==> config.mk <==
export PLATFORM = sky130hd
export DESIGN_NAME = gbm_ram
export DESIGN_NICKNAME = d
export VERILOG_FILES = /design/src/hw/rtl/gbm_ram.sv
export SDC_FILE = /design/constraint.sdc
export NUM_CORES = 1
export LEC_CHECK = 0
export BUFFER_PORTS_ARGS = -buffer_cell sky130_fd_sc_hd__buf_2
export CAP_MARGIN = 20
export CORE_MARGIN = 2
export CORE_UTILIZATION = 41
export CTS_BUF_LIST = sky130_fd_sc_hd__clkbuf_16
export DETAILED_ROUTE_END_ITERATION = 8
export GPL_TIMING_DRIVEN = 0
export PLACE_DENSITY_LB_ADDON = 0.2
export SYNTH_ARGS = -nofsm -noshare
export SYNTH_HDL_FRONTEND = slang
export SYNTH_SLANG_ARGS = --single-unit
==> constraint.sdc <==
create_clock -name clk_i -period 3.6 [get_ports clk_i]
set_clock_uncertainty 0.15 [all_clocks]
set_input_delay 0.72 -clock clk_i [delete_from_list [all_inputs] [get_ports clk_i]]
set_output_delay 0.72 -clock clk_i [all_outputs]
set_load 0.02 [all_outputs]
==> src/hw/rtl/gbm_ram.sv <==
`timescale 1ns / 1ps

module gbm_ram #(
  parameter int unsigned Width = 8,
  parameter int unsigned Depth = 16,
  parameter int unsigned AddrW = (Depth > 1) ? $clog2(Depth) : 1
) (
  input  logic             clk_i,
  input  logic             we_i,
  input  logic [AddrW-1:0] waddr_i,
  input  logic [Width-1:0] wdata_i,
  input  logic             re_i,
  input  logic [AddrW-1:0] raddr_i,
  output logic [Width-1:0] rdata_o
);

  logic [Width-1:0] mem_q [Depth];
  logic [Width-1:0] rdata_q;

  // Write one word, read one word with a registered output
  always_ff @(posedge clk_i) begin
    if (we_i) begin
      mem_q[waddr_i] <= wdata_i;
    end
    if (re_i) begin
      rdata_q <= mem_q[raddr_i];
    end
  end

  assign rdata_o = rdata_q;

endmodule

==> flow_summary_export.csv <==
group,metric,value,unit
timing,setup_tns,0,ps
final_layout,multiInputGateArea,1060,um2
cts,cts_setup_buffers,0,
placed_design,gp_congestion,0.700,
outcome,status,"completed",
setup_path,endpoint_kind,"flop",
setup_path,reg2reg_from,"mem_q[7][7]",
timing,grt_setup_unrepaired,"false",
logic_synthesis,yosys.area.top_type_share,78.1,%
placed_design,place_area,5600,um2
final_layout,fillers,1057,
setup_path,worstSetupPathType,"primary input to flop",
global_routing,grt_pass1_wl,14600,um
logic_synthesis,yosys_warnings,0,
setup_path,cp_slowest_cell,"nor3_1",
cts,path_clk_slew,50,ps
setup_path,critPathArrivalTime,2240,ps
cts,clock-sinks,136,
detailed_routing,wirelength,9910,um
logic_synthesis,synthDistinctLibCells,18,
global_routing,grt_max_degree,17,
logic_synthesis,seq_area_frac_synth,78.1,%
timing,worst_slew_pin_slew,864,ps
logic_synthesis,syn_area,5230,um2
logic_synthesis,synth_top_cells_by_area,"edfxtp_1 78%, mux4_2 7.8%, mux4_1 7.0%, a22oi_1 2.3%, nor2_1 0.93%",
setup_path,reg2reg_depth,3,
timing,finalCritPeriodShare,63.3,%
logic_synthesis,synthCells,229,
final_layout,final_area,6160,um2
worst_hold_path,hold_path.class,"primary input to flop",
cts,htree_levels,4,
timing,period_minus_slack,2280,ps
flow_run,cap_viol_max_count,0,
cts,clk_latency,410,ps
detailed_routing,viasPerCell,5.10,
timing,holdWs,502,ps
power_and_ir_drop,peakVddDrop,282,uV
logic_synthesis,ys_ff_latch,136,
floorplan,die_h,117,um
power_and_ir_drop,netSwitchingPower,0.000699,W
logic_synthesis,synth_top_area_cell,"edfxtp_1",
setup_path,cp_cell_sequence,"buf_2 > or3b_2 > nor3_1 > buf_4",
global_routing,globalRouteTotalUtil,15.9,%
setup_path,critPathLaunch,"waddr_i[2]",
detailed_routing,antenna_left,0,
floorplan,coreArea,12500,um2
final_layout,seq_area,4080,um2
timing,relSlewSlack,42.2,%
logic_synthesis,synth_nets,248,
power_and_ir_drop,switching_share,19.3,%
floorplan,fp.dieArea,13700,um2
setup_path,slowest_delay,600,ps
cts,cts_root_buf,"clkbuf_16",
placed_design,dp_hpwl,6390,um
setup_path,worstPathRequired,3560,ps
global_routing,grt_antenna_before_repair,0,
cts,cts_hold_buf,0,
placed_design,io_buffers,25,
floorplan,pin_count,27,
power_and_ir_drop,p_per_area,587,nW/um2
detailed_routing,firstDrtPassIters,4,
final_layout,diodes,0,
worst_hold_path,holdCritStartpoint,"re_i",
final_layout,layout.nets,296,
floorplan,initial_core_util,41.8,%
cts,cts_buffers,17,
power_and_ir_drop,p_leak,2.07,nW
global_routing,grt_pass1_vias,2407,
global_routing,overflow,0,
setup_path,path_max_fanout,5,
floorplan,die_x,117,um
final_layout,final_layout_size_suffix_gt1_share,29.4,%
power_and_ir_drop,pwr-share-comb,4.9,%
power_and_ir_drop,power.share.sequential,49.5,%
cts,cts_resized,0,
detailed_routing,routed-via-count,2352,
power_and_ir_drop,p_clk_share,45.6,%
timing,drv_slew,0,
cts,clockBufferDepth,2,
timing,fmax,439,MHz
worst_hold_path,holdPathStages,1,
logic_synthesis,syn_area_per_cell,22.8,um2
cts,cts_tree,"yes",
detailed_routing,drc,0,
timing,setup-violations-final,0,
floorplan,num_rows,41,
setup_path,worstSetupStartpointType,"primary input",
timing,finalHoldViolCount,0,
final_layout,area_growth,17.9,%
detailed_routing,drt_iter0_drc,141,
power_and_ir_drop,p_int,0.00292,W
detailed_routing,wl_per_cell,21.5,um
## cell usage after synthesis
cell type	count
a22oi_1	16
and2_1	1
and2b_1	1
buf_2	3
buf_4	1
buf_6	3
clkdlybuf4s25_2	3
edfxtp_1	136
mux4_1	14
mux4_2	18
nand2_1	9
nand2b_1	2
nand3_1	1
nand3b_1	2
nor2_1	13
nor2b_1	1
nor3_1	4
or3b_2	1
## power by group through the flow
stage	logic (W)	clock network [W]	registers, W
after floorplan	0.0000900	0	0.00183
after global placement	0.000176	0	0.00182
after detailed placement	0.000180	0	0.00182
after CTS	0.000179	0.00168	0.00179
after global routing	0.000193	0.00176	0.00179
final	0.000176	0.00165	0.00179
## flip-flops by register name (all words and copies together), names as in the netlist
register / count
mem_q: 128
rdata_o: 8
## path summary, 6_finish.rpt
kind,endpoint,slack (ps)
setup / recovery,mem_q[0][4],1320
hold / removal,rdata_o[0],500
setup reg to reg,rdata_o[7],1880
hold reg to reg,rdata_o[4],610
## kinds of logic (layout without fill, tap and decap cells)
family | Yosys count | in the layout | share of synthesized area (%)
buffers and inverters | 10 | 70 | 1.65
DFF | 136 | 136 | 78.1
muxes | 32 | 32 | 14.8
AOI/OAI and AO/OA | 16 | 16 | 2.30
and+or+nand+nor | 35 | 35 | 3.14
## per-layer routing
metal  vias to the layer above  routed length, um  global-route usage, %
met2                        75               4910                   24.7
li1                       1071                  -                      -
met1                      1202               4360                   21.6
met3                         4                532                   3.81
met4                         0                104                   7.37
met5                         -                  0                      0
## through the flow
step / power, W / setup slack (ps) / cells / utilization (%)
6_report: 0.00362 / 1320 / 461 / 49.2
5_1_grt: 0.00375 / 1170 / 461 / 49.2
4_1_cts: 0.00365 / 1330 / 461 / 49.2
3_5_place_dp: 0.00200 / 896 / 430 / 44.7
3_3_place_gp: 0.00200 / 630 / 426 / 44.5
2_1_floorplan: 0.00192 / 1240 / 229 / -
## area by class of cell
type / instances / area share (%)
Sequential cell: 136 / 66.3
Multi-Input combinational cell: 83 / 17.2
Clock buffer: 17 / 6.90
Tap cell: 172 / 3.49
Timing Repair Buffer: 29 / 2.48
Clock inverter: 14 / 2.31
Buffer: 10 / 1.40
## layout by cell type (no fill, tap or decap), types with 2 or more instances in the layout
master           count
clkinv_2             6
nor2_1              13
nand3b_1             2
clkdlybuf4s25_2      3
mux4_1              14
mux4_2              18
nand2_1              9
buf_4                4
inv_1                3
nand2b_1             2
bufinv_16            3
buf_2               29
clkbuf_16           17
buf_6                3
nor3_1               4
a22oi_1             16
edfxtp_1           136
## worst max-delay path: cells and delay by family
kind          cells  cell delay [ps]
simple gates      2             1130
buf+inv           2              380
No activity file was read; power rests on OpenSTA's default activity.
