`src/hw/rtl/gbm_pkg.sv`:
```
`timescale 1ns / 1ps

package gbm_pkg;

  // Grid limits and derived storage sizes
  localparam int unsigned MaxCols = 64;
  localparam int unsigned MaxRows = 64;
  localparam int unsigned CellCnt = MaxCols * MaxRows;
  localparam int unsigned IdxW    = (CellCnt > 1) ? $clog2(CellCnt) : 1;

  // Field widths
  localparam int unsigned CoordW  = 8;
  localparam int unsigned SampleW = 16;
  localparam int unsigned CntW    = 16;
  localparam int unsigned SumW    = 32;
  localparam int unsigned CfgW    = 7;
  localparam int unsigned EntryW  = CntW + SumW;

  // Configuration register indexes
  localparam logic RegGridCols = 1'b0;
  localparam logic RegGridRows = 1'b1;

  // Item modes
  localparam logic ModeAccum = 1'b0;
  localparam logic ModeRead  = 1'b1;

  // Divider status toward the controller
  typedef struct packed {
    logic            done;
    logic [CntW-1:0] quot;
  } div_res_t;

endpackage

```
`src/hw/rtl/gbm_div.sv`:
```
`timescale 1ns / 1ps

module gbm_div (
  input  logic                    clk_i,
  input  logic                    rst_ni,
  input  logic                    start_i,
  input  logic [gbm_pkg::SumW-1:0] dividend_i,
  input  logic [gbm_pkg::CntW-1:0] divisor_i,
  output gbm_pkg::div_res_t       res_o
);
  import gbm_pkg::*;

  localparam int unsigned StepW = $clog2(CntW + 1);

  logic [StepW-1:0] step_q, step_d;
  logic             done_q, done_d;
  logic [CntW-1:0]  rem_q, rem_d;
  logic [CntW-1:0]  dvd_q, dvd_d;
  logic [CntW-1:0]  dsr_q, dsr_d;
  logic [CntW:0]    trial;
  logic [CntW:0]    diff;
  logic             ge;

  // One restoring step: shift in the next dividend bit, subtract if it fits
  assign trial = {rem_q, dvd_q[CntW-1]};
  assign diff  = trial - {1'b0, dsr_q};
  assign ge    = (trial >= {1'b0, dsr_q});

  always_comb begin
    step_d = step_q;
    done_d = 1'b0;
    rem_d  = rem_q;
    dvd_d  = dvd_q;
    dsr_d  = dsr_q;
    if (start_i) begin
      // Quotient fits the count width, so the upper half is already below the divisor
      step_d = StepW'(CntW);
      rem_d  = dividend_i[SumW-1 -: CntW];
      dvd_d  = dividend_i[CntW-1:0];
      dsr_d  = divisor_i;
    end else if (step_q != '0) begin
      step_d = step_q - 1'b1;
      rem_d  = ge ? diff[CntW-1:0] : trial[CntW-1:0];
      dvd_d  = {dvd_q[CntW-2:0], ge};
      done_d = (step_q == StepW'(1));
    end
  end

  always_ff @(posedge clk_i or negedge rst_ni) begin
    if (!rst_ni) begin
      step_q <= '0;
      done_q <= 1'b0;
    end else begin
      step_q <= step_d;
      done_q <= done_d;
    end
  end

  always_ff @(posedge clk_i) begin
    rem_q <= rem_d;
    dvd_q <= dvd_d;
    dsr_q <= dsr_d;
  end

  assign res_o.done = done_q;
  assign res_o.quot = dvd_q;

endmodule

```
`config.mk`:
```
export PLATFORM = sky130hd
export DESIGN_NAME = gbm_div
export DESIGN_NICKNAME = d
export VERILOG_FILES = /design/src/hw/rtl/gbm_pkg.sv /design/src/hw/rtl/gbm_div.sv
export SDC_FILE = /design/constraint.sdc
export NUM_CORES = 1
export LEC_CHECK = 0
export ABC_AREA = 1
export BUFFER_PORTS_ARGS = -buffer_cell sky130_fd_sc_hd__buf_2
export CORE_ASPECT_RATIO = 0.8
export CORE_MARGIN = 2
export CORE_UTILIZATION = 62
export CTS_BUF_LIST = sky130_fd_sc_hd__clkbuf_8
export CTS_CLUSTER_DIAMETER = 80
export DETAILED_ROUTE_END_ITERATION = 10
export HOLD_SLACK_MARGIN = 0.15
export MAX_ROUTING_LAYER = met4
export PLACE_DENSITY_LB_ADDON = 0.2
export RECOVER_POWER = 25
export SLEW_MARGIN = 20
export SYNTH_ARGS = -nofsm -noshare
export SYNTH_HDL_FRONTEND = slang
export SYNTH_SLANG_ARGS = --single-unit
```
`constraint.sdc`:
```
create_clock -name clk_i -period 5.75 [get_ports clk_i]
set_input_delay 1.15 -clock clk_i [delete_from_list [all_inputs] [get_ports clk_i]]
set_output_delay 1.15 -clock clk_i [all_outputs]
set_load 0.05 [all_outputs]
```
==> key figures, run 1 <==
Yosys
  • Largest family of logic cells by synthesized area: simple AND/OR/NAND/NOR gates
  • Post-Syn Instances: 454
  • Synth Area in Compound Gates: approximately 1.9%
  • Synth warn: 0
  • Synth area leader: edfxtp_1
  • Seq cells post-synth: 54
  • Simple-Gate Fraction of Synth Area: roughly a third
  • Synth Area in XOR/XNOR: 1.968%
  • Synth top area share: 40.48%
  • Synth Flop Type: edfxtp_1
  • Register area share after synthesis: 44.69%
  • Distinct cells, synth: 32
  • Avg Inst Size Synth: between 7 and 8 um^2
  • Net Count, Synth: between 500 and 600
  • Number of flops mapped to enable cells by yosys: 48
  • Multiplexer share of the synthesized area: 0%
  • Synthesized area: 3561 um^2
  • Synth top area cells: edfxtp_1 (40%), nand2_1 (19%), inv_1 (7.7%), ha_1 (6.7%), nand3_1 (5.9%)
  • Synth Area in Adders: 7.238%
  • Post-synth ARST share: between 10 and 15%

Global route
  • GR Overflow Total: 0
  • Largest net degree at the start of global routing: 54
  • Total track usage: around 27%
  • Vias in the first global route: ~2800
  • Antenna violations before repair: 0
  • First-pass GRT wire length: ~13000 um

Power
  • Peak supply drop: about 0.00025 V
  • Combinational fraction of design power: between 50% and 60%
  • Total power draw: 1.969 mW
  • Switching Share: ~48%
  • P_int: a little over 1 mW
  • P_sw: around 940 uW
  • Sequential power share: about a third
  • Power density cells: about 490 nW/um^2
  • Clk network pwr share: between 9 and 10%
  • Static leakage: between 2 and 2.5 nW

CTS
  • Root Buffer: clkbuf_8
  • H-tree levels: 2
  • Cts bufs inserted: 5
  • CTS tree: built
  • Hold-fix buffers, CTS: 0
  • Clock Sinks: between 50 and 60
  • Postcts setup bufs: 0
  • Deepest clock path buffer count: 2
  • Clock latency on the worst-skew pair: 0.30 ns
  • Worst-path clk slew: 0.09 ns
  • Post-CTS Resized: 0

STA
  • Period utilization: between 50 and 60%
  • Worst slew pin tran: about 0.95 ns
  • Slew Limit Fails: 0
  • Final TNS setup: 0 ns
  • FMAX: about 320 MHz
  • Final Critical Period: 3.126 ns
  • RSZ-0062 raised after global routing: false
  • Final setup viols: 0
  • Setup Skew: roughly 0.0091 ns
  • Max_slew headroom: between 30% and 40%
  • Final hold violations: 0

Detailed routing
  • Vias per inst: 5.199
  • WL final: between 7000 and 8000 um
  • Final ANT Viol Nets: 0
  • DR WL/cell: ~13 um
  • Post-route DRC: 0
  • Starting DRC count in detailed routing: a little under 300
  • DR vias: 3109
  • Drt pass-1 iters: 5

Setup path
  • Crit-path cells: buf_2, buf_4, clkinv_1, nand2_1, nand2_1, nand2_1, nand2_1
  • CP Launch Type: input port
  • Worst EP required: about 5.8 ns
  • Crit-path max cell delay: between 0.9 and 1 ns
  • Critical Path Fanout Max: 53
  • Setup Crit Path Kind: in2reg
  • CP Capture Type: flop
  • Worst Path Arrival: 3.20 ns
  • R2R setup slack: roughly 3.3 ns
  • Top cell by count, worst path: nand2_1
  • Highest-delay cell along the critical path: clkinv_1

Die
  • Die height: slightly above 70 um
  • Die ar.: about 6400 um^2
  • Core area: between 5000 and 6000 um^2
  • Die width: 88.73 um
  • Initial Util: 64.80%
  • # IOs: 68
  • # rows: 24

Final layout
  • Layout cells sized above 1: ~17%
  • # diodes: 0
  • Synth-to-layout area growth: 12.44%
  • NumNets Final: 590

Placed design
  • Dpl hpwl: approximately 6000 um
  • RD Place Congestion: a little over 0.9
  • Port Buffers: 67

Status
  • Status: finished clean

Run
  • Max-Cap Viols: 0

Worst hold path
  • Worst Hold Class: reg2reg
-- kinds of logic (layout without fill, tap and decap cells) --
family | Yosys count | after routing
compound gates | 12 | 12
xor+xnor | 8 | 8
fa+ha+maj | 20 | 20
buf+inv | 85 | 151
flops | 54 | 54
simple gates | 275 | 275
-- state kept, by name, indices dropped and copies added (netlist names) --
signal / flops
done_q: 1
dsr_q: 16
dvd_q: 16
rem_q: 16
step_q: 5
-- routing by layer --
| layer | global-route usage, % | share of wire (%) | vias up |
|---|---|---|---|
| li1 | - | - | 1563 |
| met1 | 37.71 | 45 | 1419 |
| met2 | 40.38 | 46 | 113 |
| met3 | 4.378 | 7.5 | 14 |
| met4 | 8.586 | 1.9 | 0 |
| met5 | - | 0 | - |
-- area by class of cell --
cell class | instances | area [um^2]
clock buffers | 5 | 68.82
repair buffers | 69 | 349.1
well taps | 78 | 97.59
clock inverters | 3 | 11.26
multi-input cells | 315 | 1608
flip-flops and latches | 54 | 1592
fillers | 446 | 1491
inverters | 74 | 277.8
-- power groups by stage --
stage / Combinational (mW) / Clock, mW / Sequential [mW]
final: 1.14 / 0.195 / 0.637
after global routing: 1.27 / 0.210 / 0.647
after CTS: 1.12 / 0.198 / 0.635
after detailed placement: 1.11 / 0 / 0.640
after global placement: 1.07 / 0 / 0.639
after floorplan: 0.793 / 0 / 0.723
-- synthesized netlist by cell type (4+ instances only) --
cell,number
a21oi_1,7
buf_4,4
clkbuf_1,4
dfrtp_1,6
edfxtp_1,48
ha_1,19
inv_1,73
nand2_1,184
nand2_2,4
nand3_1,42
nand3b_1,12
nand4_1,4
nor2_1,15
nor2_2,4
xnor2_1,6
-- per-stage QoR --
step	utilization, %	hold slack (ns)	setup WS, ns	std cells	instance area, um^2
detailed placement	71.43	0.4959	2.282	590	3925
floorplan	-	0.4657	3.318	454	3561
global route	72.86	0.5348	2.379	598	4004
CTS	72.88	0.5090	2.602	598	4005
finish	72.86	0.5105	2.624	598	4004
global placement	71.43	0.4844	2.447	590	3925
-- worst paths after layout --
| check | from | endpoint | cells after the start |
|---|---|---|---|
| setup reg to reg | rem_q[10]$_DFFE_PP_ | rem_q[15]$_DFFE_PP_ | 13 |
| setup / recovery | start_i | rem_q[15]$_DFFE_PP_ | 7 |
| min in group asynchronous | rst_ni | step_q[1]$_DFFE_PN0P_ | 1 |
| hold / removal | step_q[3]$_DFFE_PN0P_ | step_q[3]$_DFFE_PN0P_ | 1 |
| hold reg to reg | step_q[3]$_DFFE_PN0P_ | step_q[3]$_DFFE_PN0P_ | 1 |
| max in group asynchronous | rst_ni | done_q$_DFF_PN0_ | 1 |
-- layout by cell type, fill, tap and decap left out, drive strengths merged --
cell type,synthesis,routed
a21oi,7,7
a311oi,1,1
a31oi,2,2
and2,2,2
buf,6,68
clkbuf,5,6
clkinv,1,1
dfrtp,6,6
edfxtp,48,48
fa,1,1
ha,19,19
inv,73,76
nand2,190,190
nand3,43,43
nand3b,12,12
nand4,4,4
nor2,20,20
nor3,3,3
o21ai,1,1
o31ai,1,1
or2,1,1
xnor2,6,6
xor2,2,2
-- worst max-delay path, delay by kind of cell --
kind	cells	cell delay (ns)
buf+inv	3	1.44
simple gates	4	0.58
No activity file was read; power rests on OpenSTA's default activity.
==> inputs of run 2 (changes only) <==
--- a/config.mk
+++ b/config.mk
@@ -9,7 +9,7 @@
 export BUFFER_PORTS_ARGS = -buffer_cell sky130_fd_sc_hd__buf_2
 export CORE_ASPECT_RATIO = 0.8
 export CORE_MARGIN = 2
-export CORE_UTILIZATION = 62
+export CORE_UTILIZATION = 52
 export CTS_BUF_LIST = sky130_fd_sc_hd__clkbuf_8
 export CTS_CLUSTER_DIAMETER = 80
 export DETAILED_ROUTE_END_ITERATION = 10
==> constraint.sdc (replaced) <==
create_clock -name clk_i -period 2.7 [get_ports clk_i]
set_input_delay 0.54 -clock clk_i [delete_from_list [all_inputs] [get_ports clk_i]]
set_output_delay 0.54 -clock clk_i [all_outputs]
set_load 0.05 [all_outputs]
==> key figures, run 2 (synthesis results as in run 1) <==
Status
  • Status: finished clean

Detailed routing
  • Post-route DRC: 0
  • Drt pass-1 iters: 5
  • DR vias: 3020
  • DR WL/cell: roughly 13 um
  • WL final: 7975 um
  • Vias per inst: a little under 5
  • Starting DRC count in detailed routing: 210
  • Final ANT Viol Nets: 0

CTS
  • Cts bufs inserted: 5
  • Clock latency on the worst-skew pair: slightly above 0.3 ns
  • CTS tree: built
  • Worst-path clk slew: 0.10 ns
  • H-tree levels: 2
  • Post-CTS Resized: 0
  • Postcts setup bufs: 0
  • Root Buffer: clkbuf_8
  • Deepest clock path buffer count: 2
  • Clock Sinks: 54

Die
  • Initial Util: between 50 and 60%
  • Die height: just under 80 um
  • # IOs: 68
  • Die width: a little under 100 um
  • Core area: between 6000 and 7000 um^2
  • # rows: 26
  • Die ar.: 7530 um^2

STA
  • Worst slew pin tran: between 1 and 1.5 ns
  • Slew Limit Fails: 0
  • Final TNS setup: 0 ns
  • Period utilization: approximately 87%
  • Min Hold Slack: about 0.4 ns
  • Final setup viols: 0
  • Final hold violations: 0
  • FMAX: approximately 430 MHz
  • RSZ-0062 raised after global routing: false
  • Setup Skew: between 0.006 and 0.007 ns
  • Max_slew headroom: 18.96%
  • Final Critical Period: between 2 and 2.5 ns

Setup path
  • R2R Path Start: dvd_q[15]$_DFFE_PP_
  • CP Capture Type: flop
  • Setup Crit Path Kind: reg2reg
  • CP Launch Type: flop
  • Critical path origin: dvd_q[15]$_DFFE_PP_
  • Critical Path Fanout Max: 4
  • Worst EP required: 2.77 ns
  • Worst Path Arrival: roughly 2.4 ns

Final layout
  • Top Registers: dsr_q: 16 flops, dvd_q: 16 flops, rem_q: 16 flops
  • NumNets Final: 595
  • # diodes: 0
  • Fin cells: 609
  • Commonest non-fill, non-tap cell in the layout: nand2_1
  • Synth-to-layout area growth: 14.62%
  • Commonest non-fill, non-tap cells in the layout: nand2_1 (184), inv_1 (73), buf_2 (65)
  • Design Area, Final: 4081 um^2
  • Layout cells sized above 1: 17.33%

Global route
  • First-pass GRT wire length: around 13000 um
  • Vias in the first global route: between 2000 and 3000
  • Largest net degree at the start of global routing: 31
  • Antenna violations before repair: 0
  • Total track usage: a little under a quarter
  • GR Overflow Total: 0

Placed design
  • Port Buffers: 67
  • Post-DP Area: approximately 4000 um^2
  • Dpl hpwl: around 6300 um
  • Placed insts: 600
  • RD Place Congestion: slightly below 1

Worst hold path
  • Worst Hold Class: in2reg
  • Hold path start: divisor_i[10]

Run
  • Max-Cap Viols: 0

Power
  • Power density cells: 1059 nW/um^2
  • Static leakage: roughly 2.2 nW
  • Total power draw: ~4.3 mW
  • Peak supply drop: 0.0004564 V
-- run 2: through the flow --
stage | setup WS [ns] | util [%]
after floorplan | 0.4028 | -
after global placement | 0.4043 | 60.90
after detailed placement | 0.3798 | 60.90
after CTS | 0.3758 | 62.77
after global routing | 0.2110 | 62.73
final | 0.3523 | 62.73
-- run 2: cell type report --
| cell class | instances | area, um^2 |
|---|---|---|
| clock buffers | 5 | 68.82 |
| repair buffers | 74 | 387.9 |
| inverters | 74 | 277.8 |
| fillers | 607 | 2425 |
| flip-flops and latches | 54 | 1592 |
| multi-input cells | 315 | 1608 |
| well taps | 84 | 105.1 |
| clock inverters | 3 | 42.54 |
-- run 2: timing repair --
action,4_1_cts,5_1_grt
hold endpoints to repair,6,0
hold buffers,1,0
endpoints found under the setup margin,0,0
-- run 2: power breakdown --
group	internal, mW	leakage, nW	switching (mW)
Sequential	1.22	0.578	0.143
Combinational	0.828	1.56	1.59
Clock	0.277	0.0562	0.272
-- run 2: per-layer routing --
metal	track usage [%]	up-vias	part of all wire [%]
li1	-	1570	-
met1	37.74	1368	52
met2	31.94	80	42
met3	3.743	2	5.5
met4	3.380	0	0.21
met5	-	-	0
-- run 2: critical path: stages, from the launching register on --
cell and delay (ns):
edfxtp_1 0.40, inv_1 0.09, ha_1 0.14, inv_1 0.10
fa_1 0.46, nand3_1 0.11, nand3_1 0.17, a21oi_1 0.26
xor2_1 0.17, nand2_1 0.06, nand3_1 0.09, nand2_1 0.05
-- run 2: path summary, 6_finish.rpt --
| path | end | slack (ns) | cells past startpoint |
|---|---|---|---|
| setup / recovery | rem_q[8]$_DFFE_PP_ | 0.35 | 11 |
| hold / removal | dsr_q[10]$_DFFE_PP_ | 0.40 | 1 |
| setup reg to reg | rem_q[8]$_DFFE_PP_ | 0.35 | 11 |
| hold reg to reg | step_q[3]$_DFFE_PN0P_ | 0.50 | 1 |
| max in group asynchronous | step_q[4]$_DFFE_PN0P_ | 1.85 | 2 |
| min in group asynchronous | step_q[3]$_DFFE_PN0P_ | 0.62 | 2 |
==> inputs of run 3 (changes only) <==
--- a/config.mk
+++ b/config.mk
@@ -8,7 +8,7 @@
 export ABC_AREA = 1
 export BUFFER_PORTS_ARGS = -buffer_cell sky130_fd_sc_hd__buf_2
 export CORE_ASPECT_RATIO = 0.8
-export CORE_MARGIN = 2
+export CORE_MARGIN = 8
 export CORE_UTILIZATION = 52
 export CTS_BUF_LIST = sky130_fd_sc_hd__clkbuf_8
 export CTS_CLUSTER_DIAMETER = 80
==> key figures, run 3 (synthesis results as in run 1) <==
Detailed routing
  • Starting DRC count in detailed routing: 202
  • DR vias: approximately 3000
  • Vias per inst: roughly 4.9
  • DR WL/cell: between 10 and 15 um
  • Post-route DRC: 0
  • Final ANT Viol Nets: 0
  • Drt pass-1 iters: 5
  • WL final: slightly above 8000 um

Power
  • Total power draw: 4.230 mW
  • Peak supply drop: around 0.00044 V
  • Power density cells: roughly 1000 nW/um^2
  • Static leakage: 2.186 nW

Final layout
  • Register area: 1592 um^2
  • Final core occ: 60.00%
  • NumNets Final: between 500 and 600
  • Fin cells: roughly 610
  • # fillers: approximately 650
  • Commonest non-fill, non-tap cell in the layout: nand2_1
  • Commonest non-fill, non-tap cells in the layout: nand2_1 (184), inv_1 (74), buf_2 (65)
  • Top Registers: dsr_q: 16 flops, dvd_q: 16 flops, rem_q: 16 flops
  • # diodes: 0
  • Area of the multi-input gates: 1608 um^2
  • Layout cells sized above 1: between 10% and 20%
  • Synth-to-layout area growth: 13.84%

Setup path
  • Crit-path cells: inv_1, ha_1, inv_1, fa_1, nand3_1, nand3_1, a21oi_1, xor2_1, nand2_1, nand3_1, nand2_1
  • R2R Path Start: dvd_q[15]$_DFFE_PP_
  • Worst EP required: 2.78 ns
  • CP Capture Type: flop
  • Worst r2r path cells: 11
  • Setup Crit Path Kind: reg2reg
  • CP Launch Type: flop
  • Critical path origin: dvd_q[15]$_DFFE_PP_
  • Crit-path max cell delay: 0.45 ns
  • R2R setup slack: 0.38 ns
  • Highest-delay cell along the critical path: fa_1
  • Worst Path Arrival: 2.40 ns
  • Top cell by count, worst path: nand3_1
  • Critical Path Fanout Max: 4
  • CP endpoint: rem_q[8]$_DFFE_PP_
  • RR Endpoint: rem_q[8]$_DFFE_PP_

Die
  • Initial Util: 52.70%
  • Die height: 90.02 um
  • Die ar.: slightly below 10000 um^2
  • Die width: between 100 and 150 um
  • # rows: 27
  • # IOs: 68
  • Core area: 6756 um^2

STA
  • FMAX: 431.1 MHz
  • RSZ-0062 raised after global routing: false
  • Final TNS setup: 0 ns
  • Period utilization: 85.91%
  • Setup Skew: roughly 0.014 ns
  • Worst slew pin tran: around 0.72 ns
  • Slew Limit Fails: 0
  • Max_slew headroom: between 50% and 60%
  • Final setup viols: 0
  • Final hold violations: 0
  • Setup ws final: about 0.38 ns
  • Final Critical Period: 2.320 ns

CTS
  • Deepest clock path buffer count: 2
  • Post-CTS Resized: 0
  • Worst-path clk slew: between 0.1 and 0.15 ns
  • CTS tree: built
  • Cts bufs inserted: 5
  • Clock Sinks: 54
  • H-tree levels: 2
  • Root Buffer: clkbuf_8
  • Clock latency on the worst-skew pair: ~0.32 ns
  • Postcts setup bufs: 0

Placed design
  • RD Place Congestion: roughly 0.95
  • Pre-CTS setup slack: between 0.4 and 0.5 ns
  • Dpl hpwl: around 6500 um
  • Placed insts: between 600 and 700
  • Port Buffers: 67

Global route
  • Antenna violations before repair: 0
  • Total track usage: 17.57%
  • Largest net degree at the start of global routing: 39
  • GR Overflow Total: 0
  • First-pass GRT wire length: about 14000 um
  • Vias in the first global route: 2966

Worst hold path
  • Worst Hold Class: in2reg

Run
  • Max-Cap Viols: 0

Status
  • Status: finished clean
run 3: power by group:
part,total [mW],internal [mW],switching (mW),leakage (nW)
registers,1.36,1.21,0.143,0.578
clock network,0.462,0.187,0.276,0.0503
logic,2.41,0.827,1.58,1.56
total,4.23,2.23,2.00,2.19
run 3: layout make-up:
cell class | instances | area share (%)
clock inverters | 3 | 0.5247
multi-input cells | 315 | 39.66
well taps | 87 | 2.685
clock buffers | 5 | 1.698
inverters | 74 | 6.852
flip-flops and latches | 54 | 39.26
repair buffers | 73 | 9.321
run 3: critical path, delay by kind of cell, from the launching register on:
family | cells | cell delay (ns)
DFF | 1 | 0.40
buffers and inverters | 2 | 0.19
xor gates and xnor gates | 1 | 0.17
AOI/OAI and AO/OA | 1 | 0.25
adders and majority gates | 2 | 0.60
and+or+nand+nor | 5 | 0.48
run 3: routing by layer:
layer / part of all wire [%] / up-vias / routed length (um) / GRT usage, %
met3: 6.5 / 6 / 537 / 2.568
met4: 0.97 / 0 / 80 / 4.778
li1: - / 1572 / - / -
met5: 0 / - / 0 / -
met1: 50 / 1358 / 4152 / 25.59
met2: 42 / 88 / 3461 / 24.67
run 3: worst min path at each step:
| stage | start | slack, ns | cells past startpoint | endpoint |
|---|---|---|---|---|
| 6_report | divisor_i[6] | 0.39 | 1 | dsr_q[6]$_DFFE_PP_ |
| 3_5_place_dp | rst_ni | 0.37 | 1 | step_q[3]$_DFFE_PN0P_ |
| 5_1_grt | divisor_i[6] | 0.37 | 1 | dsr_q[6]$_DFFE_PP_ |
| 3_3_place_gp | rst_ni | 0.37 | 1 | step_q[3]$_DFFE_PN0P_ |
| 4_1_cts | divisor_i[6] | 0.38 | 1 | dsr_q[6]$_DFFE_PP_ |
| 2_1_floorplan | rst_ni | 0.24 | 0 | done_q$_DFF_PN0_ |
run 3: through the flow:
stage / hold slack (ns) / cell area (um^2)
finish: 0.3899 / 4054
global route: 0.3732 / 4054
CTS: 0.3811 / 4059
detailed placement: 0.3704 / 3959
global placement: 0.3701 / 3959
floorplan: 0.2444 / 3561
run 3: repair_timing:
action                                  in CTS  in global routing
endpoints found under the setup margin       0                  0
endpoints found under the hold margin        6                  0
hold buffers                                 1                  0
